File: src/hw/rtl/slef_pkg.sv
`timescale 1ns / 1ps
// ----------------------------------------------------------------------------
// slef_pkg: shared types and constants of the line editor
// Character codes, the command word passed from front to back, back states.
// ----------------------------------------------------------------------------
package slef_pkg;

    localparam int LINE_DEPTH_DEF = 32;

    localparam logic [7:0] CHAR_BS    = 8'd8;
    localparam logic [7:0] CHAR_LF    = 8'd10;
    localparam logic [7:0] CHAR_CR    = 8'd13;
    localparam logic [7:0] CHAR_SPACE = 8'd32;
    localparam logic [7:0] CHAR_GT    = 8'd62;
    localparam logic [7:0] CHAR_DEL   = 8'd127;

    typedef enum logic [1:0] {
        CMD_ECHO,
        CMD_PROMPT,
        CMD_ERASE,
        CMD_DUMP
    } cmd_kind_t;

    typedef struct packed {
        cmd_kind_t   kind;
        logic [7:0]  data;
    } queue_word_t;

    typedef enum logic [1:0] {
        ST_IDLE,
        ST_EMIT,
        ST_FETCH,
        ST_SEND
    } back_state_t;

endpackage

File: src/hw/rtl/slef_if.sv
`timescale 1ns / 1ps
// ----------------------------------------------------------------------------
// slef_rx_if / slef_tx_if: valid-ready channels of the line editor
// Receive channel carries one terminal byte, transmit channel one result.
// ----------------------------------------------------------------------------
interface slef_rx_if;
    logic       valid;
    logic       ready;
    logic [7:0] rx_byte;

    modport source (output valid, output rx_byte, input ready);
    modport sink   (input valid, input rx_byte, output ready);
endinterface

interface slef_tx_if;
    logic       valid;
    logic       ready;
    logic [7:0] out_byte;
    logic       out_kind;
    logic       last_of_run;

    modport source (output valid, output out_byte, output out_kind,
                    output last_of_run, input ready);
    modport sink   (input valid, input out_byte, input out_kind,
                    input last_of_run, output ready);
endinterface

File: src/hw/rtl/slef_ram.sv
`timescale 1ns / 1ps
// ----------------------------------------------------------------------------
// slef_ram: generic single-write, single-read RAM
// One write port, one read port with registered read data.
// ----------------------------------------------------------------------------
module slef_ram #(
    parameter int WIDTH = 8,
    parameter int DEPTH = 32,
    localparam int ADDR_W = (DEPTH > 1) ? $clog2(DEPTH) : 1
) (
    input  logic              clk,
    input  logic              we,
    input  logic [ADDR_W-1:0] waddr,
    input  logic [WIDTH-1:0]  wdata,
    input  logic [ADDR_W-1:0] raddr,
    output logic [WIDTH-1:0]  rdata
);

    logic [WIDTH-1:0] mem [DEPTH];

    always_ff @(posedge clk)
    begin
        if (we)
        begin
            mem[waddr] <= wdata;
        end
        rdata <= mem[raddr];
    end

endmodule

File: src/hw/rtl/slef_queue.sv
`timescale 1ns / 1ps
// ----------------------------------------------------------------------------
// slef_queue: two-word command queue between front and back
// Lets the front take a new byte while the back is still emitting.
// ----------------------------------------------------------------------------
module slef_queue (
    input  logic                 clk,
    input  logic                 rst_n,
    input  logic                 wr_valid,
    output logic                 wr_ready,
    input  slef_pkg::queue_word_t wr_word,
    output logic                 rd_valid,
    input  logic                 rd_ready,
    output slef_pkg::queue_word_t rd_word
);
    import slef_pkg::*;

    queue_word_t slot_reg [2];
    logic        wr_ptr_reg, wr_ptr_next;
    logic        rd_ptr_reg, rd_ptr_next;
    logic [1:0]  count_reg, count_next;
    logic        push, pop;

    assign wr_ready = (count_reg != 2'd2);
    assign rd_valid = (count_reg != 2'd0);
    assign rd_word  = slot_reg[rd_ptr_reg];
    assign push     = wr_valid && wr_ready;
    assign pop      = rd_valid && rd_ready;

    always_comb
    begin
        wr_ptr_next = push ? ~wr_ptr_reg : wr_ptr_reg;
        rd_ptr_next = pop ? ~rd_ptr_reg : rd_ptr_reg;
        count_next  = count_reg;
        if (push && !pop)
        begin
            count_next = count_reg + 2'd1;
        end
        else if (pop && !push)
        begin
            count_next = count_reg - 2'd1;
        end
    end

    always_ff @(posedge clk or negedge rst_n)
    begin
        if (!rst_n)
        begin
            wr_ptr_reg <= 1'b0;
            rd_ptr_reg <= 1'b0;
            count_reg  <= 2'd0;
        end
        else
        begin
            wr_ptr_reg <= wr_ptr_next;
            rd_ptr_reg <= rd_ptr_next;
            count_reg  <= count_next;
        end
    end

    always_ff @(posedge clk)
    begin
        if (push)
        begin
            slot_reg[wr_ptr_reg] <= wr_word;
        end
    end

endmodule

File: src/hw/rtl/slef_front.sv
`timescale 1ns / 1ps
// ----------------------------------------------------------------------------
// slef_front: byte classifier and line keeper
// Accepts received bytes, updates the fill count, stores all but CR, LF, BS
// and DEL if not full, and queues one command word per byte causing output.
// ----------------------------------------------------------------------------
module slef_front #(
    parameter int LINE_DEPTH = slef_pkg::LINE_DEPTH_DEF,
    localparam int ADDR_W = (LINE_DEPTH > 1) ? $clog2(LINE_DEPTH) : 1,
    localparam int LEN_W  = $clog2(LINE_DEPTH + 1)
) (
    input  logic                  clk,
    input  logic                  rst_n,
    slef_rx_if.sink               rx,
    output logic                  q_valid,
    input  logic                  q_ready,
    output slef_pkg::queue_word_t q_word,
    output logic                  ram_we,
    output logic [ADDR_W-1:0]     ram_waddr,
    output logic [7:0]            ram_wdata,
    output logic [LEN_W-1:0]      dump_len,
    input  logic                  dump_done
);
    import slef_pkg::*;

    logic [LEN_W-1:0] len_reg, len_next;
    logic [LEN_W-1:0] dump_len_reg, dump_len_next;
    logic             pending_reg, pending_next;
    logic             accept;
    logic             has_room;

    // Hold off new bytes while a dump still reads the line store.
    assign rx.ready  = q_ready && !pending_reg;
    assign accept    = rx.valid && rx.ready;
    assign has_room  = (len_reg < LEN_W'(LINE_DEPTH));
    assign ram_waddr = len_reg[ADDR_W-1:0];
    assign ram_wdata = rx.rx_byte;
    assign dump_len  = dump_len_reg;

    always_comb
    begin
        len_next      = len_reg;
        dump_len_next = dump_len_reg;
        pending_next  = dump_done ? 1'b0 : pending_reg;
        q_valid       = 1'b0;
        q_word.kind   = CMD_ECHO;
        q_word.data   = rx.rx_byte;
        ram_we        = 1'b0;
        if (accept)
        begin
            if (rx.rx_byte == CHAR_CR)
            begin
                q_valid = 1'b1;
                if (len_reg != '0)
                begin
                    q_word.kind   = CMD_DUMP;
                    dump_len_next = len_reg;
                    len_next      = '0;
                    pending_next  = 1'b1;
                end
                else
                begin
                    q_word.kind = CMD_PROMPT;
                end
            end
            else if (rx.rx_byte == CHAR_BS || rx.rx_byte == CHAR_DEL)
            begin
                if (len_reg != '0)
                begin
                    q_valid     = 1'b1;
                    q_word.kind = CMD_ERASE;
                    len_next    = len_reg - LEN_W'(1);
                end
            end
            else if (rx.rx_byte != CHAR_LF)
            begin
                q_valid = 1'b1;
                if (has_room)
                begin
                    ram_we   = 1'b1;
                    len_next = len_reg + LEN_W'(1);
                end
            end
        end
    end

    always_ff @(posedge clk or negedge rst_n)
    begin
        if (!rst_n)
        begin
            len_reg     <= '0;
            pending_reg <= 1'b0;
        end
        else
        begin
            len_reg     <= len_next;
            pending_reg <= pending_next;
        end
    end

    always_ff @(posedge clk)
    begin
        dump_len_reg <= dump_len_next;
    end

    a_len_bound: assert property (@(posedge clk) disable iff (!rst_n)
        len_reg <= LEN_W'(LINE_DEPTH))
        else $error("fill count above line depth");

    a_cr_clears: assert property (@(posedge clk) disable iff (!rst_n)
        (accept && rx.rx_byte == CHAR_CR && len_reg != '0)
            |=> (len_reg == '0 && pending_reg && !rx.ready))
        else $error("line not cleared or input not held after dump");

    a_no_write_during_dump: assert property (@(posedge clk) disable iff (!rst_n)
        pending_reg |-> !ram_we)
        else $error("line store written while a dump is pending");

endmodule

File: src/hw/rtl/slef_back.sv
`timescale 1ns / 1ps
// ----------------------------------------------------------------------------
// slef_back: result sequencer
// Expands each command word into its echo bytes or walks the line store,
// one result at a time into a registered output.
// ----------------------------------------------------------------------------
module slef_back #(
    parameter int LINE_DEPTH = slef_pkg::LINE_DEPTH_DEF,
    localparam int ADDR_W = (LINE_DEPTH > 1) ? $clog2(LINE_DEPTH) : 1,
    localparam int LEN_W  = $clog2(LINE_DEPTH + 1)
) (
    input  logic                  clk,
    input  logic                  rst_n,
    input  logic                  q_valid,
    output logic                  q_pop,
    input  slef_pkg::queue_word_t q_word,
    output logic [ADDR_W-1:0]     ram_raddr,
    input  logic [7:0]            ram_rdata,
    input  logic [LEN_W-1:0]      dump_len,
    output logic                  dump_done,
    slef_tx_if.source             tx
);
    import slef_pkg::*;

    back_state_t      state_reg, state_next;
    cmd_kind_t        kind_reg, kind_next;
    logic [7:0]       data_reg, data_next;
    logic [LEN_W-1:0] step_reg, step_next;
    logic             out_valid_reg, out_valid_next;
    logic [7:0]       out_byte_reg;
    logic             out_kind_reg;
    logic             out_last_reg;
    logic             free;
    logic             load;
    logic [7:0]       load_byte;
    logic             load_kind;
    logic             load_last;

    function automatic logic [7:0] seq_byte(cmd_kind_t kind, logic [1:0] step,
                                            logic [7:0] data);
        logic [7:0] b;
        begin
            b = data;
            case (kind)
                CMD_PROMPT:
                begin
                    case (step)
                        2'd0:    b = CHAR_CR;
                        2'd1:    b = CHAR_LF;
                        2'd2:    b = CHAR_GT;
                        default: b = CHAR_SPACE;
                    endcase
                end
                CMD_ERASE:
                begin
                    b = (step == 2'd1) ? CHAR_SPACE : CHAR_BS;
                end
                default: b = data;
            endcase
            return b;
        end
    endfunction

    function automatic logic seq_last(cmd_kind_t kind, logic [1:0] step);
        logic l;
        begin
            case (kind)
                CMD_PROMPT: l = (step == 2'd3);
                CMD_ERASE:  l = (step == 2'd2);
                default:    l = 1'b1;
            endcase
            return l;
        end
    endfunction

    assign free      = !out_valid_reg || tx.ready;
    assign ram_raddr = step_reg[ADDR_W-1:0];

    assign tx.valid       = out_valid_reg;
    assign tx.out_byte    = out_byte_reg;
    assign tx.out_kind    = out_kind_reg;
    assign tx.last_of_run = out_last_reg;

    always_comb
    begin
        state_next = state_reg;
        kind_next  = kind_reg;
        data_next  = data_reg;
        step_next  = step_reg;
        q_pop      = 1'b0;
        load       = 1'b0;
        load_byte  = ram_rdata;
        load_kind  = 1'b0;
        load_last  = 1'b0;
        dump_done  = 1'b0;
        case (state_reg)
            ST_IDLE:
            begin
                if (q_valid)
                begin
                    q_pop      = 1'b1;
                    kind_next  = q_word.kind;
                    data_next  = q_word.data;
                    step_next  = '0;
                    state_next = (q_word.kind == CMD_DUMP) ? ST_FETCH : ST_EMIT;
                end
            end
            ST_EMIT:
            begin
                if (free)
                begin
                    load      = 1'b1;
                    load_byte = seq_byte(kind_reg, step_reg[1:0], data_reg);
                    load_last = seq_last(kind_reg, step_reg[1:0]);
                    if (load_last)
                    begin
                        state_next = ST_IDLE;
                    end
                    else
                    begin
                        step_next = step_reg + LEN_W'(1);
                    end
                end
            end
            ST_FETCH:
            begin
                state_next = ST_SEND;
            end
            ST_SEND:
            begin
                if (free)
                begin
                    load      = 1'b1;
                    load_kind = 1'b1;
                    load_last = ((step_reg + LEN_W'(1)) == dump_len);
                    if (load_last)
                    begin
                        dump_done  = 1'b1;
                        state_next = ST_IDLE;
                    end
                    else
                    begin
                        step_next  = step_reg + LEN_W'(1);
                        state_next = ST_FETCH;
                    end
                end
            end
            default:
            begin
                state_next = ST_IDLE;
            end
        endcase

        if (load)
        begin
            out_valid_next = 1'b1;
        end
        else if (tx.ready)
        begin
            out_valid_next = 1'b0;
        end
        else
        begin
            out_valid_next = out_valid_reg;
        end
    end

    always_ff @(posedge clk or negedge rst_n)
    begin
        if (!rst_n)
        begin
            state_reg     <= ST_IDLE;
            out_valid_reg <= 1'b0;
        end
        else
        begin
            state_reg     <= state_next;
            out_valid_reg <= out_valid_next;
        end
    end

    always_ff @(posedge clk)
    begin
        kind_reg <= kind_next;
        data_reg <= data_next;
        step_reg <= step_next;
        if (load)
        begin
            out_byte_reg <= load_byte;
            out_kind_reg <= load_kind;
            out_last_reg <= load_last;
        end
    end

    a_fetch_then_send: assert property (@(posedge clk) disable iff (!rst_n)
        state_reg == ST_FETCH |=> state_reg == ST_SEND)
        else $error("line store read not followed by send");

    a_done_marks_last: assert property (@(posedge clk) disable iff (!rst_n)
        dump_done |=> (out_valid_reg && out_last_reg && out_kind_reg))
        else $error("dump end without a marked command word");

    a_pop_only_idle: assert property (@(posedge clk) disable iff (!rst_n)
        q_pop |-> state_reg == ST_IDLE)
        else $error("command popped while busy");

endmodule

File: src/hw/rtl/serial_line_editor_echo.sv
`timescale 1ns / 1ps
// ----------------------------------------------------------------------------
// serial_line_editor_echo: terminal line editor with echo
// Keeps an edit line of received bytes and echoes or dumps it.
// ----------------------------------------------------------------------------
// Usage:
//   rx is a valid-ready sink of received terminal bytes; tx is a valid-ready
//   source of result words: out_byte, out_kind (0 echo, 1 command byte) and
//   last_of_run on the final word caused by one received byte.
//   Line feed, and backspace or delete on an empty line, give no word.
// Flow:
//   A result word passes the queue, the sequencer state and the output
//   register before it shows on tx.valid; a dump adds the registered line
//   store read. The sequencer takes commands from the queue only when idle,
//   and emits all words of one command before it takes the next.
//   rx stays low from a dump-causing carriage return until the
//   last command word of that dump is loaded, since the line store is busy.
//   A two-word queue between classifier and sequencer lets rx take bytes
//   while earlier words still wait on tx.
// Reset:
//   rst_n clears the fill count, the queue and the output valid flag; the
//   line store keeps its contents and needs no clearing pass.
// Stall:
//   When tx.ready is low the output word holds, the sequencer stops, the
//   queue fills and then rx.ready drops; nothing is lost or repeated.
// ----------------------------------------------------------------------------
module serial_line_editor_echo #(
    parameter int LINE_DEPTH = slef_pkg::LINE_DEPTH_DEF,
    localparam int ADDR_W = (LINE_DEPTH > 1) ? $clog2(LINE_DEPTH) : 1,
    localparam int LEN_W  = $clog2(LINE_DEPTH + 1)
) (
    input  logic       clk,
    input  logic       rst_n,
    slef_rx_if.sink    rx,
    slef_tx_if.source  tx
);
    import slef_pkg::*;

    // Front to queue
    logic        fq_valid;
    logic        fq_ready;
    queue_word_t fq_word;

    // Queue to back
    logic        qb_valid;
    logic        qb_pop;
    queue_word_t qb_word;

    // Line store ports
    logic              ram_we;
    logic [ADDR_W-1:0] ram_waddr;
    logic [7:0]        ram_wdata;
    logic [ADDR_W-1:0] ram_raddr;
    logic [7:0]        ram_rdata;

    // Dump handoff: length is held by the front until the back reports done
    logic [LEN_W-1:0]  dump_len;
    logic              dump_done;

    // Classify bytes, keep the fill count, write the line store
    slef_front #(
        .LINE_DEPTH (LINE_DEPTH)
    ) u_front (
        .clk       (clk),
        .rst_n     (rst_n),
        .rx        (rx),
        .q_valid   (fq_valid),
        .q_ready   (fq_ready),
        .q_word    (fq_word),
        .ram_we    (ram_we),
        .ram_waddr (ram_waddr),
        .ram_wdata (ram_wdata),
        .dump_len  (dump_len),
        .dump_done (dump_done)
    );

    // Decouple classification from emission
    slef_queue u_queue (
        .clk      (clk),
        .rst_n    (rst_n),
        .wr_valid (fq_valid),
        .wr_ready (fq_ready),
        .wr_word  (fq_word),
        .rd_valid (qb_valid),
        .rd_ready (qb_pop),
        .rd_word  (qb_word)
    );

    // Edit line storage
    slef_ram #(
        .WIDTH (8),
        .DEPTH (LINE_DEPTH)
    ) u_line_ram (
        .clk   (clk),
        .we    (ram_we),
        .waddr (ram_waddr),
        .wdata (ram_wdata),
        .raddr (ram_raddr),
        .rdata (ram_rdata)
    );

    // Expand commands into result words
    slef_back #(
        .LINE_DEPTH (LINE_DEPTH)
    ) u_back (
        .clk       (clk),
        .rst_n     (rst_n),
        .q_valid   (qb_valid),
        .q_pop     (qb_pop),
        .q_word    (qb_word),
        .ram_raddr (ram_raddr),
        .ram_rdata (ram_rdata),
        .dump_len  (dump_len),
        .dump_done (dump_done),
        .tx        (tx)
    );

endmodule

File: src/flat_wrapper.sv
// flat-port wrapper written by rule: the top's interface ports become plain ports
module serial_line_editor_echo_flat import slef_pkg::*;
#(
    parameter int LINE_DEPTH = slef_pkg::LINE_DEPTH_DEF,
    localparam int ADDR_W = (LINE_DEPTH > 1) ? $clog2(LINE_DEPTH) : 1,
    localparam int LEN_W  = $clog2(LINE_DEPTH + 1)
)
  (clk, rst_n, rx_valid, rx_rx_byte, rx_ready, tx_valid, tx_out_byte, tx_out_kind, tx_last_of_run, tx_ready);
  slef_rx_if rx_i ();
  slef_tx_if tx_i ();
  input  logic clk;
  input  logic rst_n;
  input wire logic [$bits(rx_i.valid)-1:0] rx_valid;
  input wire logic [$bits(rx_i.rx_byte)-1:0] rx_rx_byte;
  output wire logic [$bits(rx_i.ready)-1:0] rx_ready;
  output wire logic [$bits(tx_i.valid)-1:0] tx_valid;
  output wire logic [$bits(tx_i.out_byte)-1:0] tx_out_byte;
  output wire logic [$bits(tx_i.out_kind)-1:0] tx_out_kind;
  output wire logic [$bits(tx_i.last_of_run)-1:0] tx_last_of_run;
  input wire logic [$bits(tx_i.ready)-1:0] tx_ready;
  assign rx_i.valid = rx_valid;
  assign rx_i.rx_byte = rx_rx_byte;
  assign rx_ready = rx_i.ready;
  assign tx_valid = tx_i.valid;
  assign tx_out_byte = tx_i.out_byte;
  assign tx_out_kind = tx_i.out_kind;
  assign tx_last_of_run = tx_i.last_of_run;
  assign tx_i.ready = tx_ready;
  serial_line_editor_echo #(.LINE_DEPTH(LINE_DEPTH)) u_core (.clk(clk), .rst_n(rst_n), .rx(rx_i), .tx(tx_i));
endmodule
File: config.mk
export PLATFORM = sky130hd
export DESIGN_NAME = serial_line_editor_echo_flat
export DESIGN_NICKNAME = d
export VERILOG_FILES = /design/src/hw/rtl/slef_pkg.sv /design/src/hw/rtl/slef_if.sv /design/src/hw/rtl/slef_ram.sv /design/src/hw/rtl/slef_queue.sv /design/src/hw/rtl/slef_front.sv /design/src/hw/rtl/slef_back.sv /design/src/hw/rtl/serial_line_editor_echo.sv /design/src/flat_wrapper.sv
export SDC_FILE = /design/constraint.sdc
export NUM_CORES = 1
export LEC_CHECK = 0
export ABC_AREA = 1
export BUFFER_PORTS_ARGS = -buffer_cell sky130_fd_sc_hd__buf_4
export CAP_MARGIN = 5
export CORE_MARGIN = 8
export CORE_UTILIZATION = 35
export DETAILED_ROUTE_END_ITERATION = 12
export PLACE_DENSITY = 0.51
export SLEW_MARGIN = 15
export SYNTH_ARGS = -nofsm -noshare
export SYNTH_HDL_FRONTEND = slang
export SYNTH_SLANG_ARGS = --single-unit
File: constraint.sdc
create_clock -name clk -period 5.2 [get_ports clk]
set_input_delay 1.04 -clock clk [delete_from_list [all_inputs] [get_ports clk]]
set_output_delay 1.04 -clock clk [all_outputs]
set_load 0.01 [all_outputs]
======== Word level (Yosys, flattened, before mapping) ========
Memories as Yosys holds them, arrays and structs flattened. A register that Yosys moved wholly into a read port is not among the register bits.
Cells that the tools add are included.
word-level totals
  flip-flop bits (word level) ............. 46
  bits in writable memories ............... 276
  memories kept ........................... 2
operators by class
  add/sub/neg operators ................... 5
  magnitude comparators ................... 1
  equality and inequality tests ........... 23
  muxes and demuxes ....................... 64
  bitwise operators ....................... 2
  reduce and logical (&&, ||, !) cells .... 27
memories
  memory                   words  width  read ports  clocked after memory_dff  write ports  line              RTL
  u_core.u_line_ram.mem    32     8      1           1                         1            slef_ram.sv:19    logic [WIDTH-1:0] mem [DEPTH];
  u_core.u_queue.slot_reg  2      10     1           0                         1            slef_queue.sv:18  queue_word_t slot_reg [2];
operators with widths
  operator                                                             count
  6-bit 2-to-1 mux                                                     12
  6-bit case mux with 3 select lines                                   2
  1-bit 2-to-1 mux                                                     31
  2-bit 2-to-1 mux                                                     13
  8-bit by 4-bit == test with 1-bit output (second input constant)     2
  8-bit 2-to-1 mux                                                     2
  8-bit case mux with 2 select lines                                   1
  6-bit by 1-bit adder with 6-bit output (second input constant)       2
  2-bit == test (second input constant)                                6
  2-bit != test (second input constant)                                6
  3-bit nonzero test                                                   3
  8-bit by 7-bit == test with 1-bit output (second input constant)     1
  8-bit by 4-bit != test with 1-bit output (second input constant)     1
  2-bit case mux with 4 select lines                                   1
  2-bit by 1-bit == test with 1-bit output (second input constant)     3
  6-bit == test                                                        1
  1-bit logical AND                                                    6
  6-bit < comparator (second input constant)                           1
  2-bit by 1-bit != test with 1-bit output (second input constant)     3
  6-bit AND reduction                                                  1
  2-bit nonzero test                                                   3
  6-bit nonzero test                                                   1
  6-bit by 1-bit subtractor with 6-bit output (second input constant)  1
  5-bit AND reduction                                                  1
  other kinds (11)                                                     18

======== Longest topological paths before layout ========
Gate-level depths: netlist of run 1.
  word-level depth ........................ 10
  depth in mapped cells ................... 16
  gate-level depth less buffers ........... 14

======== Hierarchy ========
A second synthesis of run 1 with hierarchy kept.
second synthesis, totals
  cells, all modules ...................... 1334
  area, all modules ....................... 14546.5 um^2
modules (own cells, without submodules)
  module      times used  cells each  area each (um^2)
  slef_ram    1           922         10786.6
  slef_back   1           184         1681.6
  slef_front  1           147         1103.6
  slef_queue  1           81          974.7

======== Worst setup path after synthesis of run 1 ========
OpenSTA, ideal clock, no wires.
  path type ............................... input port to flip-flop
  start ................................... in rx_rx_byte[7]
  end ..................................... reg u_core.u_front.len_reg[4]
  library setup time ...................... 0.083 ns
  arrival ................................. 2.566 ns
  path slack .............................. 2.551 ns
  cell stages on the path ................. 11
  buffers on the path ..................... 0
  cell sequence ........................... nor2_1 -> nand3_1 -> inv_1 -> nand2_1 -> nand2_1 -> inv_1 -> fa_1 -> o21ai_0 -> a21oi_1 -> xor2_1 -> o21ai_0
between the ends
  longest elaborated chain between the ends .. 4
  elaborated cells on any way between the ends .. 12
  those cells by class .................... eq/ne (6); mux (2); reduce/logical (4)
RTL lines
  item                                                                                                         line                RTL
  start: declaration                                                                                           flat_wrapper.sv:14  input wire logic [$bits(rx_i.rx_byte)-1:0] rx_rx_byte;
  8-bit by 4-bit == test with 1-bit output / 8-bit by 7-bit == test with 1-bit output (equally long branches)  slef_front.sv:66    else if (rx.rx_byte == CHAR_BS || rx.rx_byte == CHAR_DEL)
  1-bit logical OR                                                                                             slef_front.sv:66
  2-bit by 1-bit != test with 1-bit output (no source line) (tied with other cells)                            --
  5-bit AND reduction (no source line) / 6-bit 2-to-1 mux (equally long branches)                              --
  end signal: assignment                                                                                       slef_front.sv:96    len_reg <= len_next;
  end: declaration                                                                                             slef_front.sv:26    logic [LEN_W-1:0] len_reg, len_next;
Parallel ways exist; a longest one is shown, timed or not.
A chain may end at the register's enable or synchronous reset.

==> metrics, run 1 <==
cts repair resizes 0; Routed wire per std cell 20.7 um; postcts setup bufs 0; most common cell after layout, fill and taps aside edfxtp_1; P&R area growth vs syn 13.7%; initial antenna violation count 0; Clock Latency Late Sink 0.52 ns; setup ws final 1.93 ns; CTS tree yes; # port buffers 23; total track usage 0.150; Syn Nets 1163; Yosys Warn Count 0; Worst setup SP type flip-flop; Final TNS setup 0 ns; Hold Crit Class in2async; gp weighted congestion 0.845; Clk pwr share 0.293; Iter 0 DRT Violations 656; design area 15600 um2; Post-Syn Area per Cell 12.2 um2; final count of hold timing violations 0; ANT cells 0; max FFs per register 256; Post-Place Setup Slack 1.48 ns; CP startpoint u_core.u_back.step_reg[1]; vias in the first global route 8783; CP Max Fanout 32; synth top area cells edfxtp_1 (67%), nand2_1 (6.5%), nor2_1 (3.2%); Max Root-Sink Buffers 3; Synth Instances 1132; Final Util 0.404; I/O pin cnt 24; FP Rows 72; placed insts 1634; Slew Viols, Final 0; Fin Hold WS 0.385 ns; final wirelength 35200 um; status finished clean; Die ar. 45900 um2; post-synthesis cell type count 35; CP arrival 3.62 ns; fraction of layout instances using a drive strength above 1 0.0887; Post-CTS Hold Buffers 0; core box area 38700 um2; Worst setup EP type flip-flop; Leak 5.62 nW; register area share after synthesis 0.710; Fmax 306 MHz; Clock H-tree levels 2; Starting Density 0.355; DP Area 14400 um2; Pwr Total 8.94 mW; largest net degree at the start of global routing 85; overall die height 214 um; first-pass GRT wire length 53500 um; vias per cell 5.00; Crit Reg-Reg Startpoint u_core.u_back.step_reg[1]; critical-path cell list inv_2 > nand2_1 > o22ai_1 > o21ai_0 > nand3_1; router iterations before antenna repair 5; P_sw 3.24 mW; area occupied by multi-input gates 3560 um2; # Max-Cap Violations 0; nets 1186; required time worst endpoint 5.55 ns; # setup viols final 0; Power Internal 5.70 mW; reg2reg setup slack 1.93 ns; Post-Layout Cell Count 1702; cell taking the most area after synthesis edfxtp_1; peak per-stage delay on the critical path 0.91 ns; FF+latch count, synth 330; Worst Path Class, Setup reg2reg; final period utilization 0.628; clk_skew 0.0173 ns; Seq pwr share 0.395; via count 8513; HPWL after DPL 21900 um; combinational share of power 0.312; Antenna Violating Nets Remaining 0; Slew headroom 0.271; Mapped Area 13800 um2; Final min period 3.27 ns; most frequent cells in the layout edfxtp_1 (308), nand2_1 (240), nor2_1 (118), o21ai_0 (74), a21oi_1 (58); Fill cells 3713; CTS sink cnt 330; worst slew pin tran 1.09 ns; gr ovfl total 0; residual DRC count 0; x dimension of the die 214 um; post-synth top area share 0.672; Cell Pwr Density 571 nW/um2; slowest stage cell, crit path nand2_1; RSZ-0062 raised after global routing false; number of cells on the worst reg-to-reg path 5; TritonCTS buffer count 37; maximum vdd drop 282 uV; Critical R2R Capture u_core.u_line_ram.rdata[0]; FF/Latch Area 9760 um2; clk slew on worst S/H paths 0.06 ns; Sw Ratio 0.363; Root Buffer clkbuf_16
Yosys cell counts (all sizes together):
master  number
a211oi      16
a31oi        8
o21ai       79
xor2         4
mux2i       24
o22ai       32
edfxtp     308
dfxtp        8
o211ai       2
nor2       121
fa           1
nand2      247
dfrtp       14
xnor2        2
clkinv       2
buf         24
nand4        6
o21bai       1
a21oi       59
nand3       51
nor3         3
a21boi      24
inv         55
clkbuf      23
ha          18
cells by family (layout without fill, tap and decap cells):
logic type	Yosys count	in the layout	share of synthesized area
and+or+nand+nor	428	428	0.127
DFF	330	330	0.710
AOI/OAI and AO/OA	221	221	0.0927
buffers and inverters	104	156	0.0315
muxes	24	24	0.0175
adders and majority gates	19	19	0.0178
xor gates and xnor gates	6	6	0.00382
worst max path at each step:
stage | cells after the start | endpoint
after floorplan | 11 | u_core.u_front.len_reg[4]
after global placement | 11 | u_core.u_line_ram.mem[11][2]
after detailed placement | 11 | u_core.u_line_ram.mem[11][2]
after CTS | 5 | u_core.u_line_ram.rdata[1]
after global routing | 5 | u_core.u_line_ram.rdata[0]
final | 5 | u_core.u_line_ram.rdata[0]
metal layers:
metal | global-route usage | share of wire
met3 | 0.0327 | 0.057
met1 | 0.197 | 0.45
met2 | 0.245 | 0.47
met4 | 0.0507 | 0.027
met5 | 0 | 0
cell type report:
class                   instances  area share
clock buffers                  49      0.0654
clock inverters                19      0.0128
inverters                      57      0.0137
multi-input cells             698       0.228
well taps                     518      0.0414
repair buffers                 31      0.0149
flip-flops and latches        330       0.624
power groups by stage:
stage,registers [mW],clock network [mW],logic (mW)
2_1_floorplan,3.49,0,1.89
3_3_place_gp,3.59,0,2.80
3_5_place_dp,3.59,0,2.80
4_1_cts,3.54,2.67,2.81
5_1_grt,3.57,2.77,3.10
6_report,3.53,2.62,2.78
critical path, delay by kind of cell, from the launching register on:
kind                   cells  cell delay [ns]
AOI/OAI and AO/OA          2             0.74
buffers and inverters      1             0.38
DFF                        1             0.89
and+or+nand+nor            2             1.07
No activity file was read; power rests on OpenSTA's default activity.
==> run 2: changes to the inputs <==
--- a/config.mk
+++ b/config.mk
@@ -11,7 +11,7 @@
 export CORE_MARGIN = 8
 export CORE_UTILIZATION = 35
 export DETAILED_ROUTE_END_ITERATION = 12
-export PLACE_DENSITY = 0.51
+export PLACE_DENSITY = 0.53
 export SLEW_MARGIN = 15
 export SYNTH_ARGS = -nofsm -noshare
 export SYNTH_HDL_FRONTEND = slang
==> constraint.sdc (replaced) <==
create_clock -name clk -period 2.65 [get_ports clk]
set_input_delay 0.53 -clock clk [delete_from_list [all_inputs] [get_ports clk]]
set_output_delay 0.53 -clock clk [all_outputs]
set_load 0.01 [all_outputs]
==> run 2 against run 1 <==
Effect of this change:
- count of clock-buffer cells in the layout is 2 higher
- combinational power rose by 120%
- clock power up 78%
- critical endpoint is now u_core.u_back.tx.out_byte[1]
- register-to-register slack got worse by 1.6 ns
==> metrics, run 2 (synthesis gave the netlist of run 1 again) <==
Worst setup EP type flip-flop; total track usage 0.155 (+0.00502); Max Root-Sink Buffers 3 (unchanged); I/O pin cnt 24 (unchanged); initial antenna violation count 0 (unchanged); most frequent cells in the layout edfxtp_1 (308), nand2_1 (240), nor2_1 (118), buf_4 (97), o21ai_0 (74); vias in the first global route 8623 (-1.8%); Post-Layout Cell Count 1771 (+4.1%); CTS sink cnt 330 (unchanged); most common cell after layout, fill and taps aside edfxtp_1; critical-path cell list inv_1 > ha_1 > inv_1 > nor2_1 > nor2_1 > a31oi_1; x dimension of the die 214 um (unchanged); required time worst endpoint 2.91 ns (-2.64 ns); gp weighted congestion 0.849 (+0.44%); gr ovfl total 0 (unchanged); Clock Latency Late Sink 0.52 ns (about the same); clk_skew 0.0198 ns (+0.00246 ns); slowest stage cell, crit path nor2_1; # port buffers 23 (unchanged); fraction of layout instances using a drive strength above 1 0.136 (+0.0478); max FFs per register 256 (unchanged); Hold Crit Class in2reg; Worst setup SP type flip-flop; Root Buffer clkbuf_16; placed insts 1706 (+4.4%); via count 8818 (+3.6%); Fill cells 3653 (-1.6%); Die ar. 45900 um2 (unchanged); RSZ-0062 raised after global routing false; vias per cell 4.98 (-0.45%); Final min period 2.34 ns (-0.927 ns); FP Rows 72 (unchanged); nets 1258 (+6.1%); Slew Viols, Final 0 (unchanged); CP arrival 2.60 ns (-1.02 ns); area occupied by multi-input gates 3560 um2 (unchanged); clk slew on worst S/H paths 0.06 ns (about the same); FF/Latch Area 9760 um2 (unchanged); CP Max Fanout 14 (-56%); worst slew pin tran 0.835 ns (-0.256 ns); final period utilization 0.884 (+0.255); reg2reg setup slack 0.31 ns (-1.62 ns); TritonCTS buffer count 36 (-2.7%); final wirelength 36400 um (+3.5%); residual DRC count 0 (unchanged); first-pass GRT wire length 54100 um (+1.1%); Antenna Violating Nets Remaining 0 (unchanged); overall die height 214 um (unchanged); ANT cells 0 (unchanged); # setup viols final 0 (unchanged); CTS tree yes; Leak 5.95 nW (+5.8%); Routed wire per std cell 20.6 um (-0.54%); Final TNS setup 0 ns (unchanged); maximum vdd drop 570 uV (+100%); largest net degree at the start of global routing 55 (-35%); P&R area growth vs syn 17.3%; status finished clean; core box area 38700 um2 (unchanged); Starting Density 0.355 (unchanged); Iter 0 DRT Violations 775 (+18%); # Max-Cap Violations 0 (unchanged); peak per-stage delay on the critical path 0.66 ns (-0.25 ns); Fin Hold WS 0.287 ns (-0.0979 ns); HPWL after DPL 24000 um (+9.8%); final count of hold timing violations 0 (unchanged); router iterations before antenna repair 5 (unchanged); Slew headroom 0.441 (+0.170); Fmax 427 MHz (+40%); Cell Pwr Density 1090 nW/um2 (+91%); Pwr Total 17.6 mW (+97%); Worst Path Class, Setup reg2reg; Clock H-tree levels 2 (unchanged)
## run 2: changes by cell type in the layout (fill, tap and decap cells not counted), moves of 2 or more
cell       previous run  this run
bufinv_16             4         0
clkinv_2              8         6
buf_12                0         6
buf_4                31        97
clkbuf_1              9        11
## run 2: through the flow
| stage | setup slack, ns | instance area [um2] | utilization |
|---|---|---|---|
| 6_report | 0.309 | 16100 | 0.416 |
| 5_1_grt | 0.0997 | 16100 | 0.416 |
| 4_1_cts | 0.366 | 16100 | 0.416 |
| 3_5_place_dp | 0.242 | 15000 | 0.388 |
| 3_3_place_gp | 0.257 | 15000 | 0.388 |
| 2_1_floorplan | 0.438 | 13800 | - |
## run 2: timing repair
action                    4_1_cts  5_1_grt
hold buffers                    1        0
hold endpoints to repair       14        0
resized for setup               0        0
setup buffers                   0        0
## run 2: cell type report
class,count,area share
inverter,57,0.0133
timing repair buffer,104,0.0532
tap,518,0.0402
clock inverter,13,0.00427
clock buffer,51,0.0632
multi-input combinational,698,0.221
sequential,330,0.605
## run 2: critical path, delay by kind of cell (launching register included)
kind	cells	cell delay (ns)
AND/OR/NAND/NOR	2	0.80
flip-flops	1	0.42
AO/OA/AOI/OAI	1	0.42
buffers and inverters	2	0.22
adder cells (fa/ha/maj)	1	0.21
## run 2: metal layers
layer / vias to the layer above / wire [um] / global-route usage
li1: 4228 / - / -
met1: 4348 / 16100 / 0.206
met2: 195 / 17800 / 0.261
met3: 47 / 1790 / 0.0255
met4: 0 / 735 / 0.0427
met5: - / 0 / 0
## run 2: power by group
part	internal, mW	switching (mW)
combinational	1.92	4.24
sequential	6.49	0.285
clock	2.69	1.97
total	11.1	6.50
## run 2: final timing paths
path | cells past startpoint | start | end
max in group asynchronous | 2 | rst_n | u_core.u_front.len_reg[3]
hold / removal | 1 | rx_rx_byte[0] | u_core.u_line_ram.mem[24][0]
hold reg to reg | 1 | u_core.u_queue.count_reg[0] | u_core.u_queue.count_reg[0]
min in group asynchronous | 2 | rst_n | u_core.u_back.state_reg[1]
setup / recovery | 6 | u_core.u_back.state_reg[1] | u_core.u_back.tx.out_byte[1]
setup reg to reg | 6 | u_core.u_back.state_reg[1] | u_core.u_back.tx.out_byte[1]
